--- src/hw/rtl/hbe_pkg.sv ---
// ----------------------------------------------------------------------------
// hbe_pkg
// Types, constants and step functions for the backbone H-bond energy test.
// ----------------------------------------------------------------------------
package hbe_pkg;

    localparam int COORD_BITS  = 21;
    localparam int POS_W       = 63;
    localparam int AD_W        = COORD_BITS + 1;       // absolute axis difference
    localparam int SQ_W        = 2 * COORD_BITS + 2;   // squared distance
    localparam int RT_W        = COORD_BITS + 1;       // integer square root
    localparam int SR_W        = SQ_W + 2;             // square root remainder
    localparam int Q_W         = 25;                   // reciprocal, 2^24 / d
    localparam int LIM_W       = 32;
    localparam int SUM_W       = Q_W + 2;
    localparam int CPL_W       = 16;
    localparam int PROD_W      = SUM_W + CPL_W + 1;
    localparam int EN_W        = 24;

    localparam int SQRT_STEPS  = RT_W;
    localparam int SQRT_PER    = 2;
    localparam int SQRT_STAGES = (SQRT_STEPS + SQRT_PER - 1) / SQRT_PER;
    localparam int DIV_STEPS   = Q_W;
    localparam int DIV_PER     = 2;
    localparam int DIV_STAGES  = (DIV_STEPS + DIV_PER - 1) / DIV_PER;
    localparam int LANE_LAT    = SQRT_STAGES + DIV_STAGES;

    localparam int NUM_ATOMS   = 8;
    localparam int NUM_PAIRS   = 8;
    localparam int NUM_LANES   = 4;

    // atom slots
    localparam int AT_N1 = 0;
    localparam int AT_C1 = 1;
    localparam int AT_O1 = 2;
    localparam int AT_H1 = 3;
    localparam int AT_N2 = 4;
    localparam int AT_C2 = 5;
    localparam int AT_O2 = 6;
    localparam int AT_H2 = 7;

    // distance slots
    localparam int D_C1N2 = 0;
    localparam int D_C2N1 = 1;
    localparam int D_N1O2 = 2;
    localparam int D_O1N2 = 3;
    localparam int D_H1C2 = 4;
    localparam int D_H1O2 = 5;
    localparam int D_H2C1 = 6;
    localparam int D_H2O1 = 7;

    localparam int PAIR_A [NUM_PAIRS] = '{AT_C1, AT_C2, AT_N1, AT_O1,
                                          AT_H1, AT_H1, AT_H2, AT_H2};
    localparam int PAIR_B [NUM_PAIRS] = '{AT_N2, AT_N1, AT_O2, AT_N2,
                                          AT_C2, AT_O2, AT_C1, AT_O1};

    // reciprocal lanes
    localparam int L_ON = 0;
    localparam int L_CH = 1;
    localparam int L_OH = 2;
    localparam int L_CN = 3;

    localparam int REG_THRESHOLD = 0;
    localparam int REG_MIN_CN    = 1;
    localparam int REG_COUPLING  = 2;
    localparam int ADDR_W        = 4;

    localparam logic signed [EN_W-1:0]  THRESHOLD_RST = -24'sd128;
    localparam logic [CPL_W-1:0]        MIN_CN_RST    = 16'd512;
    localparam logic [CPL_W-1:0]        COUPLING_RST  = 16'd7139;
    localparam logic signed [EN_W-1:0]  EN_MAX        = 24'sh7FFFFF;
    localparam logic signed [EN_W-1:0]  EN_MIN        = -24'sh800000;

    typedef struct packed {
        logic             atoms_present;
        logic [POS_W-1:0] first_n_pos;
        logic [POS_W-1:0] first_c_pos;
        logic [POS_W-1:0] first_o_pos;
        logic [POS_W-1:0] first_h_pos;
        logic [POS_W-1:0] second_n_pos;
        logic [POS_W-1:0] second_c_pos;
        logic [POS_W-1:0] second_o_pos;
        logic [POS_W-1:0] second_h_pos;
    } in_item_t;

    typedef struct packed {
        logic                   bonded;
        logic signed [EN_W-1:0] energy;
        logic                   rejected;
    } out_item_t;

    typedef struct packed {
        logic [SR_W-1:0] rem;
        logic [RT_W-1:0] root;
    } sqrt_st_t;

    typedef struct packed {
        logic [RT_W:0]   rem;
        logic [Q_W-1:0]  quo;
        logic [RT_W-1:0] dvs;
    } div_st_t;

    function automatic logic [AD_W-1:0] abs_diff(input logic [POS_W-1:0] a,
                                                 input logic [POS_W-1:0] b,
                                                 input int k);
        logic signed [AD_W-1:0] d;
        d = $signed({a[k*COORD_BITS+COORD_BITS-1], a[k*COORD_BITS +: COORD_BITS]})
          - $signed({b[k*COORD_BITS+COORD_BITS-1], b[k*COORD_BITS +: COORD_BITS]});
        return d[AD_W-1] ? AD_W'(-d) : AD_W'(d);
    endfunction

    function automatic sqrt_st_t sqrt_step(input sqrt_st_t s, input int i);
        sqrt_st_t        r;
        logic [SR_W-1:0] trial;
        r     = s;
        trial = (SR_W'(s.root) << (i + 1)) + (SR_W'(1) << (2 * i));
        if (s.rem >= trial)
        begin
            r.rem  = s.rem - trial;
            r.root = s.root | (RT_W'(1) << i);
        end
        return r;
    endfunction

    function automatic div_st_t div_step(input div_st_t s, input int i);
        div_st_t       r;
        logic [RT_W:0] t;
        r = s;
        t = {s.rem[RT_W-1:0], (i == DIV_STEPS - 1)};
        if (t >= {1'b0, s.dvs})
        begin
            t        = t - {1'b0, s.dvs};
            r.quo[i] = 1'b1;
        end
        r.rem = t;
        return r;
    endfunction

endpackage

--- src/hw/rtl/hbe_recip_lane.sv ---
// ----------------------------------------------------------------------------
// hbe_recip_lane
// Pipelined floor(sqrt) of a squared distance, then floor(2^24 / distance).
// ----------------------------------------------------------------------------
module hbe_recip_lane (
    input  logic                      clk,
    input  logic                      en,
    input  logic [hbe_pkg::SQ_W-1:0]  sq,
    output logic [hbe_pkg::Q_W-1:0]   recip
);

    hbe_pkg::sqrt_st_t sq_st_reg   [hbe_pkg::SQRT_STAGES];
    hbe_pkg::sqrt_st_t sq_st_next  [hbe_pkg::SQRT_STAGES];
    hbe_pkg::div_st_t  dv_st_reg   [hbe_pkg::DIV_STAGES];
    hbe_pkg::div_st_t  dv_st_next  [hbe_pkg::DIV_STAGES];

    genvar g;
    generate
        for (g = 0; g < hbe_pkg::SQRT_STAGES; g++)
        begin : g_sqrt
            always_comb
            begin
                hbe_pkg::sqrt_st_t s;
                if (g == 0)
                begin
                    s.rem  = hbe_pkg::SR_W'(sq);
                    s.root = '0;
                end
                else
                begin
                    s = sq_st_reg[(g == 0) ? 0 : g - 1];
                end
                for (int j = 0; j < hbe_pkg::SQRT_PER; j++)
                begin
                    if (g * hbe_pkg::SQRT_PER + j < hbe_pkg::SQRT_STEPS)
                    begin
                        s = hbe_pkg::sqrt_step(s,
                            hbe_pkg::SQRT_STEPS - 1 - (g * hbe_pkg::SQRT_PER + j));
                    end
                end
                sq_st_next[g] = s;
            end

            always_ff @(posedge clk)
            begin
                if (en)
                begin
                    sq_st_reg[g] <= sq_st_next[g];
                end
            end
        end

        for (g = 0; g < hbe_pkg::DIV_STAGES; g++)
        begin : g_div
            always_comb
            begin
                hbe_pkg::div_st_t s;
                if (g == 0)
                begin
                    s.rem = '0;
                    s.quo = '0;
                    s.dvs = sq_st_reg[hbe_pkg::SQRT_STAGES-1].root;
                end
                else
                begin
                    s = dv_st_reg[(g == 0) ? 0 : g - 1];
                end
                for (int j = 0; j < hbe_pkg::DIV_PER; j++)
                begin
                    if (g * hbe_pkg::DIV_PER + j < hbe_pkg::DIV_STEPS)
                    begin
                        s = hbe_pkg::div_step(s,
                            hbe_pkg::DIV_STEPS - 1 - (g * hbe_pkg::DIV_PER + j));
                    end
                end
                dv_st_next[g] = s;
            end

            always_ff @(posedge clk)
            begin
                if (en)
                begin
                    dv_st_reg[g] <= dv_st_next[g];
                end
            end
        end
    endgenerate

    assign recip = dv_st_reg[hbe_pkg::DIV_STAGES-1].quo;

endmodule

--- config.mk ---
export PLATFORM = sky130hd
export DESIGN_NAME = hbe_recip_lane
export DESIGN_NICKNAME = d
export VERILOG_FILES = /design/src/hw/rtl/hbe_pkg.sv /design/src/hw/rtl/hbe_recip_lane.sv
export SDC_FILE = /design/constraint.sdc
export NUM_CORES = 2
export LEC_CHECK = 0
export BUFFER_PORTS_ARGS = -buffer_cell sky130_fd_sc_hd__buf_4
export CORE_AREA = 2 2 389 681
export CTS_BUF_LIST = sky130_fd_sc_hd__clkbuf_16
export CTS_CLUSTER_DIAMETER = 80
export DETAILED_ROUTE_END_ITERATION = 6
export DIE_AREA = 0 0 391 683
export PLACE_DENSITY = 0.55
export RECOVER_POWER = 25
export SLEW_MARGIN = 0
export SYNTH_ARGS = -nofsm -noshare
export SYNTH_HDL_FRONTEND = slang
export SYNTH_SLANG_ARGS = --single-unit
--- constraint.sdc ---
create_clock -name clk -period 6.84 [get_ports clk]
set_clock_uncertainty 0.05 [all_clocks]
set_input_delay 1.026 -clock clk [delete_from_list [all_inputs] [get_ports clk]]
set_output_delay 1.026 -clock clk [all_outputs]
set_load 0.02 [all_outputs]
==> run_results.csv <==
group,metric,value,unit
synthesis,synth_warnings,0,
floorplanning,die_width,391,µm
synthesis,synth_area,91100,µm²
route,drt-total-wl,287000,µm
setup_path,crit_path_max_fanout,21,
timing,setup_violations,0,
timing,hold_violations,0,
synthesis,netlist_instances,9031,
timing,timing.fmax,153,MHz
route,first_pass_iters,6,
clocking,cts_hold_buf,0,
run,cap_viol_max_count,0,
setup_path,endpoint_kind,"flip-flop",
finish,multi_input_area,48800,µm²
route,vias_per_cell,5.49,
global_route,grt_max_degree,171,
pwr,pwr_density_cell,522,nW/µm²
placed_design,hpwlAfterDp,232000,µm
timing,fin_crit_sh,0.958,
setup_path,ff2ff_path_depth,24,
finish,nets,10122,
global_route,antenna_found_initial,2,
route,vias,69976,
pwr,irDropWorstVdd,0.000293,V
floorplanning,rows,249,
placed_design,place_inst,12487,
global_route,grt_pass1_vias,72470,
clocking,htree_levels,4,
clocking,root_buffer,"clkbuf_16",
hold_path,whs_path_depth,1,
setup_path,crit_arrival,7.05,ns
finish,register_area,39100,µm²
synthesis,synth.avg_cell_area,10.1,µm²
clocking,cts_tree,"built",
synthesis,ys_types,105,
clocking,clock_latency,0.87,ns
pwr,p_leak,41.1,nW
timing,finalCriticalPeriod,6.55,ns
finish,drive_gt1_frac,0.0999,
synthesis,yosys_register_bits,1301,
synthesis,async_flop_share,0,
clocking,max-clock-path-buffers,4,
floorplanning,io_pins,71,
finish,area_growth,11.7,%
clocking,cts.sinks,1301,
hold_path,hold_path.class,"input pin to flip-flop",
finish,fillers,25740,
floorplanning,die_area,267000,µm²
global_route,grt_overflow,0,
placed_design,io_buffers,70,
global_route,grt_pass1_wl,425000,µm
timing,drv_slew,0,
setup_path,cp_data_required_time,7.33,ns
timing,tightestPinTransition,1.09,ns
route,ant_nets,0,
placed_design,routabilityCongestion,0.952,
setup_path,critPathLaunchType,"flip-flop",
status,outcome,"complete, no violations",
finish,final_core_util,0.389,
floorplanning,core-area,262000,µm²
floorplanning,die_y,683,µm
synthesis,ys_seq_area_frac,0.429,
timing,slew_headroom,0.269,
synthesis,postSynthNetCount,9887,
route,drc,0,
global_route,grt_use_total,0.210,
route,drt_iter0_drc,3206,
finish,fin_cells,12756,
setup_path,crit_type,"flip-flop to flip-flop",
floorplanning,initial_core_util,0.348,
synthesis,synth_edf_count,1301,
clocking,clkTransAtPathRegs,0.07,ns
synthesis,ys.flop_type,"edfxtp_1",
finish,largest_register_ffs,709,
timing,tns,0,ns
clocking,cts_buffers,150,
route,wl_per_cell,22.5,µm
pwr,power,53.1,mW
==> path summary, 6_finish.rpt <==
check / startpoint / to / slack, ns
worst max-delay path: dv_st_reg[0][424] / dv_st_reg[0][556] / 0.29
worst max register to register: dv_st_reg[0][424] / dv_st_reg[0][556] / 0.29
worst min-delay path: sq[29] / sq_st_reg[0][51] / 0.32
worst min register to register: dv_st_reg[0][531] / dv_st_reg[1][41] / 0.36
==> cells in the mapped netlist, drive strengths merged (58+ instances only) <==
cell type | n | area [µm²]
edfxtp | 1301 | 39100
ha | 799 | 10000
nor2 | 723 | 2710
a21oi | 713 | 3570
inv | 674 | 2530
nand2 | 594 | 2230
xnor2 | 511 | 4480
o21ai | 463 | 2320
a21o | 322 | 2420
mux2 | 308 | 3470
xor2 | 275 | 2410
nor3 | 185 | 936
nand3 | 184 | 948
nand4 | 161 | 1010
nor4 | 152 | 1000
clkbuf | 139 | 524
nand2b | 121 | 757
o21a | 116 | 871
nor2b | 109 | 682
o21bai | 88 | 661
and3 | 82 | 518
o31ai | 73 | 562
buf | 71 | 410
or3 | 71 | 449
a31oi | 67 | 419
a211oi | 58 | 435
==> metrics by stage <==
step | hold slack [ns] | area, µm² | worst slack [ns]
6_report | 0.321 | 102000 | 0.286
5_1_grt | 0.299 | 102000 | -0.0218
4_1_cts | 0.245 | 102000 | 0.00215
3_5_place_dp | 0.355 | 96800 | 0.0160
3_3_place_gp | 0.350 | 96800 | -0.0298
2_1_floorplan | 0.350 | 91100 | 0.00145
==> logic make-up after synthesis <==
logic type	Yosys count	share of synthesized area
compound gates	2248	0.157
xor+xnor	786	0.0755
fa+ha+maj	810	0.112
buf+inv	884	0.0380
flops	1301	0.429
mux	350	0.0427
simple gates	2652	0.146
==> repair_timing <==
action                                 CTS  global route
gates cloned                             0             3
buffers inserted                         2            10
setup endpoints to repair                1           242
endpoints found under the hold margin    0             0
pin swaps                                0             4
resized for setup                        1            53
==> report_power, final <==
part | total (mW) | switching, mW | leakage (nW) | internal (mW)
sequential | 13.3 | 1.50 | 12.5 | 11.8
combinational | 31.6 | 17.6 | 26.2 | 14.0
clock | 8.13 | 3.44 | 2.41 | 4.69
total | 53.1 | 22.6 | 41.1 | 30.6
==> layout make-up <==
| class | count | area share |
|---|---|---|
| timing repair buffer | 291 | 0.0226 |
| clock buffer | 152 | 0.0374 |
| antenna | 1 | 0.0000246 |
| inverter | 674 | 0.0249 |
| clock inverter | 101 | 0.00967 |
| timing repair inverter | 1 | 0.0000738 |
| sequential | 1301 | 0.384 |
| tap | 3388 | 0.0417 |
| multi-input combinational | 6847 | 0.480 |
==> metal layers <==
layer,GRT usage,routed length (µm)
met5,0,0
met4,0.184,29000
met3,0.0195,6710
met2,0.439,166000
met1,0.165,85400
==> placed cells by master (no fill, tap or decap), types with 146 or more instances in the layout <==
| cell | count |
|---|---|
| nor3_1 | 183 |
| a21oi_1 | 709 |
| nor2_1 | 723 |
| xor2_1 | 274 |
| nand4_1 | 161 |
| nor4_1 | 146 |
| ha_1 | 799 |
| nand3_1 | 177 |
| nand2_1 | 593 |
| mux2_2 | 303 |
| o21ai_0 | 449 |
| a21o_1 | 322 |
| edfxtp_1 | 1301 |
| clkbuf_16 | 152 |
| xnor2_1 | 511 |
| inv_1 | 686 |
| buf_4 | 232 |
==> critical path: stages (launching register included) <==
cell      delay [ns]
edfxtp_1        0.45
inv_1           0.24
ha_1            0.33
a21o_1          0.20
a21o_1          0.19
a211oi_2        0.29
o21ba_2         0.20
a21oi_1         0.12
a31o_2          0.30
a221o_1         0.33
a21o_1          0.23
buf_4           0.23
mux2_2          0.35
ha_1            0.30
a21o_1          0.17
a21o_1          0.19
a21oi_1         0.17
nor2b_1         0.11
a211o_1         0.30
a31oi_1         0.26
o21ai_0         0.15
a31oi_1         0.28
o21ai_2         0.15
a21bo_4         0.30
mux2_2          0.33
Note: power is estimated with default switching activity, not from simulation.
